$ cat config.mk
export PLATFORM = sky130hd
export DESIGN_NAME = tick_divided_timer_bank_core_flat
export DESIGN_NICKNAME = d
export VERILOG_FILES = /design/src/rtl/tdtb_pkg.sv /design/src/rtl/tdtb_in_if.sv /design/src/rtl/tdtb_out_if.sv /design/src/rtl/tick_divided_timer_bank_core.sv /design/src/flat_wrapper.sv
export SDC_FILE = /design/constraint.sdc
export NUM_CORES = 1
export LEC_CHECK = 0
export BUFFER_PORTS_ARGS = -buffer_cell sky130_fd_sc_hd__buf_4
export CELL_PAD_IN_SITES_DETAIL_PLACEMENT = 1
export CELL_PAD_IN_SITES_GLOBAL_PLACEMENT = 1
export CORE_ASPECT_RATIO = 0.75
export CORE_MARGIN = 2
export CORE_UTILIZATION = 48
export DETAILED_ROUTE_END_ITERATION = 7
export PLACE_DENSITY = 0.76
export RECOVER_POWER = 25
export REMOVE_ABC_BUFFERS = 1
export SLEW_MARGIN = 40
export SYNTH_ARGS = -nofsm -noshare
export SYNTH_HDL_FRONTEND = slang
export SYNTH_SLANG_ARGS = --single-unit
$ cat constraint.sdc
create_clock -name clk_i -period 10.35 [get_ports clk_i]
set_clock_uncertainty 0.15 [all_clocks]
set_input_delay 1.035 -clock clk_i [delete_from_list [all_inputs] [get_ports clk_i]]
set_output_delay 1.035 -clock clk_i [all_outputs]
set_load 0.005 [all_outputs]
$ cat src/rtl/tdtb_pkg.sv
// ----------------------------------------------------------------------------
// tdtb_pkg
// Shared types and constants of the tick divided timer bank.
// ----------------------------------------------------------------------------
package tdtb_pkg;

  localparam int NUM_TIMERS = 8;
  localparam int SLOT_W     = (NUM_TIMERS > 1) ? $clog2(NUM_TIMERS) : 1;
  localparam int DATA_W     = 32;
  localparam int BIT_CNT_W  = $clog2(DATA_W);

  typedef enum logic [1:0] {
    OP_TICK    = 2'd0,
    OP_START   = 2'd1,
    OP_STOP    = 2'd2,
    OP_SERVICE = 2'd3
  } op_e;

  typedef enum logic [2:0] {
    ST_IDLE,
    ST_TICK_SCAN,
    ST_TICK_DIV,
    ST_TICK_OUT,
    ST_SVC_SCAN
  } state_e;

  typedef struct packed {
    logic                fired;
    logic [2:0]          fired_slot;
    logic [DATA_W-1:0]   elapsed;
    logic                auto_stopped;
    logic                any_due;
    logic                last;
  } result_t;

endpackage

$ cat src/rtl/tdtb_in_if.sv
// ----------------------------------------------------------------------------
// tdtb_in_if
// Input channel of the timer bank: operation and its operands.
// ----------------------------------------------------------------------------
interface tdtb_in_if;
  logic        valid;
  logic        ready;
  logic [1:0]  operation;
  logic [2:0]  slot;
  logic [31:0] divisor;
  logic [31:0] total_ticks;

  modport source (output valid, operation, slot, divisor, total_ticks, input ready);
  modport sink   (input valid, operation, slot, divisor, total_ticks, output ready);
  modport mon    (input valid, ready, operation, slot, divisor, total_ticks);
endinterface

$ cat src/rtl/tdtb_out_if.sv
// ----------------------------------------------------------------------------
// tdtb_out_if
// Result channel of the timer bank.
// ----------------------------------------------------------------------------
interface tdtb_out_if;
  logic        valid;
  logic        ready;
  logic        fired;
  logic [2:0]  fired_slot;
  logic [31:0] elapsed;
  logic        auto_stopped;
  logic        any_due;
  logic        last;

  modport source (output valid, fired, fired_slot, elapsed, auto_stopped, any_due, last,
                  input ready);
  modport sink   (input valid, fired, fired_slot, elapsed, auto_stopped, any_due, last,
                  output ready);
  modport mon    (input valid, ready, fired, fired_slot, elapsed, auto_stopped, any_due,
                  last);
endinterface

$ cat src/rtl/tick_divided_timer_bank_core.sv
// ----------------------------------------------------------------------------
// tick_divided_timer_bank_core
// Bank of periodic timer slots driven by a frame tick, with one shared
// restoring modulo unit that walks the active slots on every tick.
// ----------------------------------------------------------------------------
//  channel | dir | handshake     | payload
//  in_i    | in  | valid/ready   | operation, slot, divisor, total_ticks
//  out_o   | out | valid/ready   | fired, fired_slot, elapsed, auto_stopped,
//          |     |               | any_due, last
//
//  Start and stop are taken in the idle state and leave the sequencer idle.
//  A tick scans every slot in turn and runs the bit-serial modulo for each
//  active slot, then waits for the output register to take its result.
//  Service scans every slot and can stall on the output at each pending one.
//  Reset clears the counter and all active and pending flags.
//  A result waits in the output register; the sequencer stalls only when it
//  needs that register again.
// ----------------------------------------------------------------------------
module tick_divided_timer_bank_core (
  input  logic      clk_i,
  input  logic      rst_ni,
  tdtb_in_if.sink   in_i,
  tdtb_out_if.source out_o
);

  localparam int SW = tdtb_pkg::SLOT_W;
  localparam int DW = tdtb_pkg::DATA_W;
  localparam int NT = tdtb_pkg::NUM_TIMERS;
  localparam int BW = tdtb_pkg::BIT_CNT_W;

  tdtb_pkg::state_e state_q, state_d;

  logic [DW-1:0] tick_q, tick_d;
  logic [NT-1:0] active_q, active_d;
  logic [NT-1:0] pending_q, pending_d;
  logic [DW-1:0] div_mem [NT];
  logic [DW-1:0] lim_mem [NT];
  logic [DW-1:0] stamp_mem [NT];

  logic [SW-1:0] idx_q, idx_d;
  logic          due_q, due_d;
  logic [DW-1:0] rem_q, rem_d;
  logic [DW-1:0] dvd_q, dvd_d;
  logic [BW-1:0] bit_q, bit_d;

  logic                  out_valid_q, out_valid_d;
  tdtb_pkg::result_t     res_q, res_d;

  logic          in_acc, out_free, idx_last, slot_ok, mem_wr;
  logic [DW-1:0] cur_div, elapsed, sub_v;
  logic [DW:0]   shift_v;
  logic          ge_v, autos, later_pending;
  logic [NT-1:0] later_mask;
  tdtb_pkg::op_e op;

  assign op       = tdtb_pkg::op_e'(in_i.operation);
  assign in_i.ready = (state_q == tdtb_pkg::ST_IDLE);
  assign in_acc   = in_i.valid && in_i.ready;
  assign out_free = !out_valid_q || out_o.ready;
  assign idx_last = (int'(idx_q) == NT - 1);
  assign slot_ok  = (int'(in_i.slot) < NT);
  assign mem_wr   = in_acc && (op == tdtb_pkg::OP_START) && slot_ok;

  assign cur_div  = (div_mem[idx_q] == '0) ? DW'(1) : div_mem[idx_q];
  assign shift_v  = {rem_q, dvd_q[DW-1]};
  assign ge_v     = (shift_v >= {1'b0, cur_div});
  assign sub_v    = DW'(shift_v - {1'b0, cur_div});
  assign elapsed  = tick_q - stamp_mem[idx_q];
  assign autos    = (lim_mem[idx_q] != '0) && (elapsed >= lim_mem[idx_q]);

  always_comb begin
    for (int i = 0; i < NT; i++) begin
      later_mask[i] = (i > int'(idx_q));
    end
  end
  assign later_pending = |(pending_q & later_mask);

  always_comb begin
    state_d = state_q;
    unique case (state_q)
      tdtb_pkg::ST_IDLE: begin
        if (in_acc) begin
          unique case (op)
            tdtb_pkg::OP_TICK:    state_d = tdtb_pkg::ST_TICK_SCAN;
            tdtb_pkg::OP_SERVICE: state_d = tdtb_pkg::ST_SVC_SCAN;
            default:              state_d = tdtb_pkg::ST_IDLE;
          endcase
        end
      end
      tdtb_pkg::ST_TICK_SCAN: begin
        if (active_q[idx_q]) begin
          state_d = tdtb_pkg::ST_TICK_DIV;
        end else if (idx_last) begin
          state_d = tdtb_pkg::ST_TICK_OUT;
        end
      end
      tdtb_pkg::ST_TICK_DIV: begin
        if (bit_q == '1) begin
          state_d = idx_last ? tdtb_pkg::ST_TICK_OUT : tdtb_pkg::ST_TICK_SCAN;
        end
      end
      tdtb_pkg::ST_TICK_OUT: begin
        if (out_free) begin
          state_d = tdtb_pkg::ST_IDLE;
        end
      end
      tdtb_pkg::ST_SVC_SCAN: begin
        if (idx_last && (!pending_q[idx_q] || out_free)) begin
          state_d = tdtb_pkg::ST_IDLE;
        end
      end
      default: state_d = tdtb_pkg::ST_IDLE;
    endcase
  end

  always_comb begin
    tick_d      = tick_q;
    active_d    = active_q;
    pending_d   = pending_q;
    idx_d       = idx_q;
    due_d       = due_q;
    rem_d       = rem_q;
    dvd_d       = dvd_q;
    bit_d       = bit_q;
    out_valid_d = out_valid_q && !out_o.ready;
    res_d       = res_q;
    unique case (state_q)
      tdtb_pkg::ST_IDLE: begin
        idx_d = '0;
        due_d = 1'b0;
        if (in_acc) begin
          unique case (op)
            tdtb_pkg::OP_TICK: tick_d = tick_q + DW'(1);
            tdtb_pkg::OP_START: begin
              if (slot_ok) begin
                active_d[SW'(in_i.slot)]  = 1'b1;
                pending_d[SW'(in_i.slot)] = 1'b0;
              end
            end
            tdtb_pkg::OP_STOP: begin
              if (slot_ok) begin
                active_d[SW'(in_i.slot)]  = 1'b0;
                pending_d[SW'(in_i.slot)] = 1'b0;
              end
            end
            default: ;
          endcase
        end
      end
      tdtb_pkg::ST_TICK_SCAN: begin
        rem_d = '0;
        dvd_d = tick_q;
        bit_d = '0;
        if (!active_q[idx_q] && !idx_last) begin
          idx_d = idx_q + SW'(1);
        end
      end
      tdtb_pkg::ST_TICK_DIV: begin
        rem_d = ge_v ? sub_v : shift_v[DW-1:0];
        dvd_d = {dvd_q[DW-2:0], 1'b0};
        bit_d = bit_q + BW'(1);
        if (bit_q == '1) begin
          if ((ge_v ? sub_v : shift_v[DW-1:0]) == '0) begin
            pending_d[idx_q] = 1'b1;
            due_d            = 1'b1;
          end
          if (!idx_last) begin
            idx_d = idx_q + SW'(1);
          end
        end
      end
      tdtb_pkg::ST_TICK_OUT: begin
        if (out_free) begin
          out_valid_d        = 1'b1;
          res_d              = '0;
          res_d.any_due      = due_q;
          res_d.last         = 1'b1;
        end
      end
      tdtb_pkg::ST_SVC_SCAN: begin
        if (!pending_q[idx_q] || out_free) begin
          if (!idx_last) begin
            idx_d = idx_q + SW'(1);
          end
          if (pending_q[idx_q]) begin
            pending_d[idx_q]   = 1'b0;
            if (autos) begin
              active_d[idx_q]  = 1'b0;
            end
            out_valid_d        = 1'b1;
            res_d.fired        = 1'b1;
            res_d.fired_slot   = 3'(idx_q);
            res_d.elapsed      = elapsed;
            res_d.auto_stopped = autos;
            res_d.any_due      = 1'b0;
            res_d.last         = !later_pending;
          end
        end
      end
      default: ;
    endcase
  end

  always_ff @(posedge clk_i or negedge rst_ni) begin
    if (!rst_ni) begin
      state_q     <= tdtb_pkg::ST_IDLE;
      tick_q      <= '0;
      active_q    <= '0;
      pending_q   <= '0;
      idx_q       <= '0;
      due_q       <= 1'b0;
      out_valid_q <= 1'b0;
    end else begin
      state_q     <= state_d;
      tick_q      <= tick_d;
      active_q    <= active_d;
      pending_q   <= pending_d;
      idx_q       <= idx_d;
      due_q       <= due_d;
      out_valid_q <= out_valid_d;
    end
  end

  always_ff @(posedge clk_i) begin
    rem_q <= rem_d;
    dvd_q <= dvd_d;
    bit_q <= bit_d;
    res_q <= res_d;
  end

  always_ff @(posedge clk_i) begin
    if (mem_wr) begin
      div_mem[SW'(in_i.slot)]   <= (in_i.divisor == '0) ? DW'(1) : in_i.divisor;
      lim_mem[SW'(in_i.slot)]   <= in_i.total_ticks;
      stamp_mem[SW'(in_i.slot)] <= tick_q;
    end
  end

  assign out_o.valid        = out_valid_q;
  assign out_o.fired        = res_q.fired;
  assign out_o.fired_slot   = res_q.fired_slot;
  assign out_o.elapsed      = res_q.elapsed;
  assign out_o.auto_stopped = res_q.auto_stopped;
  assign out_o.any_due      = res_q.any_due;
  assign out_o.last         = res_q.last;

endmodule

$ cat src/flat_wrapper.sv
// flat-port wrapper written by rule: the top's interface ports become plain ports
module tick_divided_timer_bank_core_flat 
  (clk_i, rst_ni, in_i_valid, in_i_operation, in_i_slot, in_i_divisor, in_i_total_ticks, in_i_ready, out_o_valid, out_o_fired, out_o_fired_slot, out_o_elapsed, out_o_auto_stopped, out_o_any_due, out_o_last, out_o_ready);
  tdtb_in_if in_i_i ();
  tdtb_out_if out_o_i ();
  input  logic clk_i;
  input  logic rst_ni;
  input wire logic [$bits(in_i_i.valid)-1:0] in_i_valid;
  input wire logic [$bits(in_i_i.operation)-1:0] in_i_operation;
  input wire logic [$bits(in_i_i.slot)-1:0] in_i_slot;
  input wire logic [$bits(in_i_i.divisor)-1:0] in_i_divisor;
  input wire logic [$bits(in_i_i.total_ticks)-1:0] in_i_total_ticks;
  output wire logic [$bits(in_i_i.ready)-1:0] in_i_ready;
  output wire logic [$bits(out_o_i.valid)-1:0] out_o_valid;
  output wire logic [$bits(out_o_i.fired)-1:0] out_o_fired;
  output wire logic [$bits(out_o_i.fired_slot)-1:0] out_o_fired_slot;
  output wire logic [$bits(out_o_i.elapsed)-1:0] out_o_elapsed;
  output wire logic [$bits(out_o_i.auto_stopped)-1:0] out_o_auto_stopped;
  output wire logic [$bits(out_o_i.any_due)-1:0] out_o_any_due;
  output wire logic [$bits(out_o_i.last)-1:0] out_o_last;
  input wire logic [$bits(out_o_i.ready)-1:0] out_o_ready;
  assign in_i_i.valid = in_i_valid;
  assign in_i_i.operation = in_i_operation;
  assign in_i_i.slot = in_i_slot;
  assign in_i_i.divisor = in_i_divisor;
  assign in_i_i.total_ticks = in_i_total_ticks;
  assign in_i_ready = in_i_i.ready;
  assign out_o_valid = out_o_i.valid;
  assign out_o_fired = out_o_i.fired;
  assign out_o_fired_slot = out_o_i.fired_slot;
  assign out_o_elapsed = out_o_i.elapsed;
  assign out_o_auto_stopped = out_o_i.auto_stopped;
  assign out_o_any_due = out_o_i.any_due;
  assign out_o_last = out_o_i.last;
  assign out_o_i.ready = out_o_ready;
  tick_divided_timer_bank_core u_core (.clk_i(clk_i), .rst_ni(rst_ni), .in_i(in_i_i), .out_o(out_o_i));
endmodule
======== Word level (Yosys, flattened, before mapping) ========
Memories as Yosys holds them, arrays and structs flattened.
Cells that the tools add are included.
operators by class
  add/subtract/negate cells ............... 5
  equality and inequality tests ........... 21
  $lt $le $gt $ge ......................... 13
  bitwise logic cells ..................... 9
  reduce and logical (&&, ||, !) cells .... 37
  mux-type cells .......................... 54
operators by type and width
  kind                   number
  $pmux 32 s2            2
  $mux 39                3
  $logic_not 32->1       3
  $mux 32                3
  $mux 8                 10
  $pmux 39 s2            1
  $sub 32x32->32         2
  $and 8x8->8            5
  $ge 33x32->1           1
  $add 32x1->32 const B  1
  $ge 32x32->1           1
  $pmux 8 s2             2
  $reduce_bool 32->1     1
  $mux 3                 10
  $pmux 8 s3             1
  $ne 2x1->1 const B     8
  $not 8->8              2
  $or 8x8->8             2
  $pmux 3 s5             1
  $gt 3x3->1 const A     4
  $pmux 3 s4             1
  $mux 1                 11
  $pmux 5 s2             1
  $logic_and 1x1->1      8
  34 further kinds       55
storage, ports and cells
  memories kept ........................... 3
  memory bits (writable) .................. 768
  flip-flop bits (word level) ............. 164
memory list
  memory            words  bits a word  rd ports  clocked after memory_dff  wr ports  line                                source
  u_core.div_mem    8      32           1         0                         1         tick_divided_timer_bank_core.sv:36  logic [DW-1:0] div_mem [NT];
  u_core.lim_mem    8      32           1         0                         1         tick_divided_timer_bank_core.sv:37  logic [DW-1:0] lim_mem [NT];
  u_core.stamp_mem  8      32           1         0                         1         tick_divided_timer_bank_core.sv:38  logic [DW-1:0] stamp_mem [NT];

======== Longest topological paths before layout ========
  depth in word-level cells ............... 10
  depth in mapped cells ................... 34

======== Least setup slack after synthesis ========
No wires, ideal clock.
  path kind ............................... input -> register
  from .................................... input port in_i_operation[1]
  to ...................................... memory u_core.div_mem[0][0] (netlist bit), enable pin
  library setup time ...................... 789 ps
  slack ................................... -1125 ps
  data arrival time ....................... 10536 ps
  data required time ...................... 9411 ps
  stages .................................. 4
  path through ............................ inv_1 -> ha_1 -> nand3_1 -> nor4_1
on the way
  word-level cells in the longest chain between the ends .. 4
RTL lines
  what                line                                 source
  start: declaration  flat_wrapper.sv:9                    input wire logic [$bits(in_i_i.operation)-1:0] in_i_operation;
  $eq 2x1->1          tick_divided_timer_bank_core.sv:62   assign mem_wr = in_acc && (op == tdtb_pkg::OP_START) && slot_ok;
  $logic_and 1x1->1   tick_divided_timer_bank_core.sv:62
  $mux 1              tick_divided_timer_bank_core.sv:232  if (mem_wr) begin
  $mux 1              tick_divided_timer_bank_core.sv:233  div_mem[SW'(in_i.slot)] <= (in_i.divisor == '0) ? DW'(1) : in_i.divisor;
  end: declaration    tick_divided_timer_bank_core.sv:36
No other way between the ends.

======== Final worst setup path ========
  from .................................... register u_core.idx_q[1]
  to ...................................... register u_core.pending_q[4]
on the way
  word-level cells in the longest chain between the ends .. 9
RTL lines
  what                                                                  line                                 source
  start: declaration                                                    tick_divided_timer_bank_core.sv:40   logic [SW-1:0] idx_q, idx_d;
  start signal: assignment                                              tick_divided_timer_bank_core.sv:218  idx_q <= idx_d;
  parallel branches: the longest is 9 deep, another holds $mem_v2 8x32  n/a
  end signal: assignment                                                tick_divided_timer_bank_core.sv:217  pending_q <= pending_d;
  end: declaration                                                      tick_divided_timer_bank_core.sv:35   logic [NT-1:0] pending_q, pending_d;
Parallel ways; which one is timed is not known. The select of a mux whose other input is x is not followed.
A chain may end at the register's enable or synchronous reset.

==> impl_results.md <==
* Ys flop type: edfxtp_1
* PnR worst setup slack at 2.44 ns
* Leak Pwr at 15.1 nW
* Setup WS pre-CTS at 2.60 ns
* MaxCap Viol Count at 0
* DRT iter0 DRCs at 2920
* Core area at 0.0836 mm2
* Post-DP HPWL at 73900 um
* Setup bufs post-CTS at 0
* Synth async-reset ratio at 6.01%
* Number of synthesized flops with an enable pin at 876
* Post-Syn Area at 0.0403 mm2
* Crit path time final at 7.91 ns
* Status: completed
* Psw at 6.04 mW
* Critical Path RT at 10.79 ns
* Vias in the first global route at 26898
* Yosys top cell area share at 65.2%
* Wirelength, routed at 120000 um
* Mapped Avg Cell Area at 14.9 um2
* First-pass GRT wire length at 177000 um
* Hold Violations, Final at 0
* ANT nets after route at 0
* Largest net degree at the start of global routing at 70
* Clock Tree Buf Depth at 3
* Placed Instances at 3833
* Total track usage at 27.7%
* Critical-path cell list: buf_4 -> and3b_2 -> buf_12 -> a22o_1 -> a221oi_1 -> and3_1 -> nand4_1 -> or4_1 -> o21ai_1 -> ha_1 -> inv_1 -> fa_1 -> a211oi_2 -> o21bai_1 -> a2111oi_4 -> o31a_1 -> nor2_1 -> a211o_1 -> nor4_1 -> nand4_2 -> a211oi_4 -> a31o_1
* Root Buffer: clkbuf_16
* Sw frac at 41.1%
* Worst-margin pin slew at 0.863 ns
* CP Max Fanout at 64
* Total number of vias at 25715
* Total grt overflow at 0
* CTS tree: built
* Power, Total at 14.7 mW
* Period utilisation layout at 76.4%
* Clock sink total at 932
* RePlAce Congestion at 0.926
* Max incr delay on CP at 0.80 ns
* Final setup fails at 0
* CP max stage cell: dfrtp_4
* Seq pwr share at 32.1%
* Netlist cell types at 97
* Die Y at 255 um
* Die width at 339 um
* Final Net Count at 2978
* Flop2flop setup slack at 2.44 ns
* Crit start category: flip-flop
* Sequential-to-total area share from yosys stat at 68.7%
* IO buf count at 113
* First drt pass iteration count at 7
* Slew Viols, Final at 0
* Top cells by area, synth: edfxtp_1 65%, dfrtp_1 3.5%, ha_1 3.3%, a22oi_1 3.2%, a221oi_1 1.6%
* Post-cts resize count at 0
* Area grow syn2layout at 12.3%
* DRC at 0
* Fill cells at 7959
* Critical Path Sink Type: flip-flop
* DR vias/cell at 6.43
* Htree depth at 3
* Num ports at 114
* Logic gate share of total power at 45.4%
* Clock power frac at 22.5%
* Power Dens Cells at 325 mW/mm2
* Initial Utilization at 48.3%
* FMAX at 0.127 GHz
* DIE AREA at 0.0864 mm2
* Clk slew on worst S/H paths at 0.06 ns
* Final Instance Area at 0.0453 mm2
* Synth Warn # at 0
* Non-filler instance count after layout at 4000
* Register bit total from synthesis at 932
* Final Core Density at 54.2%
* CTS Hold Buffers Added at 0
* Ratio of cells with drive above 1 in the final layout at 12.8%
* Worst-Skew Late Latency at 0.68 ns
* Hold crit path type: input pin to asynchronous set/reset pin
* DR WL/cell at 30.1 um
* Crit. Startpoint: u_core.idx_q[1]
* Reg2reg end: u_core.pending_q[4]
* RSZ-0062 raised after global routing: false
* Post-Syn Instances at 2713
* Slew margin rel. at 42.4%
* Yosys top cell by area: edfxtp_1
* Reg2reg start: u_core.idx_q[1]
* Setup CP Type: flip-flop to flip-flop
* Post-DP Area at 0.0425 mm2
* Worst Path Arrival at 8.35 ns
* Peak VDD IR at 0.184 mV
* Initial antenna violation count at 8
* Row count at 92
* R2R cell count at 22
* Num CTS Buffers at 90
* Internal power at 8.65 mW
## cells by family after synthesis
| family | count (synthesis) | share of synthesized area [%] |
|---|---|---|
| DFF | 932 | 68.7 |
| AOI/OAI and AO/OA | 686 | 12.5 |
| and+or+nand+nor | 582 | 7.80 |
| buffers and inverters | 212 | 2.13 |
| muxes | 112 | 3.74 |
| adders and majority gates | 108 | 3.39 |
| xor gates and xnor gates | 81 | 1.76 |
## worst max-delay path, delay by kind of cell (launching register included)
family                   cells  cell delay [ns]
adder cells (fa/ha/maj)      2             0.64
AO/OA/AOI/OAI               10             3.17
AND/OR/NAND/NOR              7             2.07
flip-flops                   1             0.80
buffers and inverters        3             0.94
## cells in the final DEF (no fill, tap or decap), types with 15 or more instances in the layout
cell and count:
clkbuf_16 92, mux4_2 25, a21o_1 50, clkinv_1 26, buf_4 81, nand2b_1 19
edfxtp_1 876, a211oi_1 24, mux2_2 56, nand4_1 37, o21ai_0 63, nor2_1 111
inv_1 40, a22oi_1 171, xnor2_1 60, mux2i_1 27, dfrtp_1 53, a21oi_1 107
and3_1 73, o21a_1 19, nand2_1 113, ha_1 106, xor2_1 21, nor3_1 20
and4_1 15, nor4_1 22, clkbuf_1 73, and2_1 42, a22o_1 57, nand3_1 40
a221oi_1 74, nor2b_1 19
## per-stage QoR
stage                     hold WS, ns  TNS [ns]
after global routing            0.254         0
final                           0.234         0
after global placement          0.331         0
after CTS                       0.227         0
after floorplan                 0.315   -120.30
after detailed placement        0.343         0
## cell type report
class	count	area, um2	share of cell area (%)
inverters	43	161	0.357
multi-input cells	1569	11900	26.3
diodes	4	10.0	0.0221
flip-flops and latches	932	27700	61.2
repair buffers	161	1120	2.48
clock buffers	106	2380	5.27
clock inverters	57	553	1.22
well taps	1128	1410	3.12
## how the worst max path moves through the flow
stage / cells after the start / endpoint / slack [ns]
floorplan: 4 / u_core.div_mem[0][0] / -1.13
global placement: 20 / u_core.pending_q[1] / 2.72
global route: 22 / u_core.pending_q[4] / 2.03
finish: 22 / u_core.pending_q[4] / 2.44
CTS: 22 / u_core.pending_q[4] / 2.57
detailed placement: 22 / u_core.pending_q[2] / 2.60
## synthesized netlist by cell type (50+ instances only)
master    instances
edfxtp_1        876
a22oi_1         171
nor2_1          119
nand2_1         114
a21oi_1         109
clkbuf_1        109
ha_1            106
a221oi_1         74
and3_1           74
o21ai_0          63
xnor2_1          60
a22o_1           57
dfrtp_1          56
mux2_2           56
a21o_1           50
## state kept, by name, summed over array words and instances (netlist names), named ones only
name and count:
u_core.div_mem 256, u_core.lim_mem 256, u_core.stamp_mem 256, u_core.dvd_q 32
u_core.out_o.elapsed 32, u_core.rem_q 32, u_core.tick_q 32, u_core.pending_q 8
u_core.bit_q 5, u_core.idx_q 3, u_core.out_o.fired_slot 3, u_core.state_q 3
u_core.due_q 1, u_core.out_o.any_due 1, u_core.out_o.auto_stopped 1, u_core.out_o.fired 1
u_core.out_o.last 1, u_core.out_o.valid 1
## power groups by stage
stage          Clock [mW]  Combinational, mW  Sequential (mW)
2_1_floorplan           0               4.15             4.76
3_3_place_gp            0               6.23             4.78
3_5_place_dp            0               6.47             4.79
4_1_cts              3.34               6.55             4.72
5_1_grt              3.46               7.12             4.75
6_report             3.30               6.67             4.72
## metal layers
layer	track usage, %	part of all wire [%]	vias up
met3	6.01	8.9	225
met4	10.1	3.4	6
met2	43.3	46	1239
li1	-	-	10978
met1	38.4	42	13267
met5	0	0.039	-
Note: power is estimated with default switching activity, not from simulation.
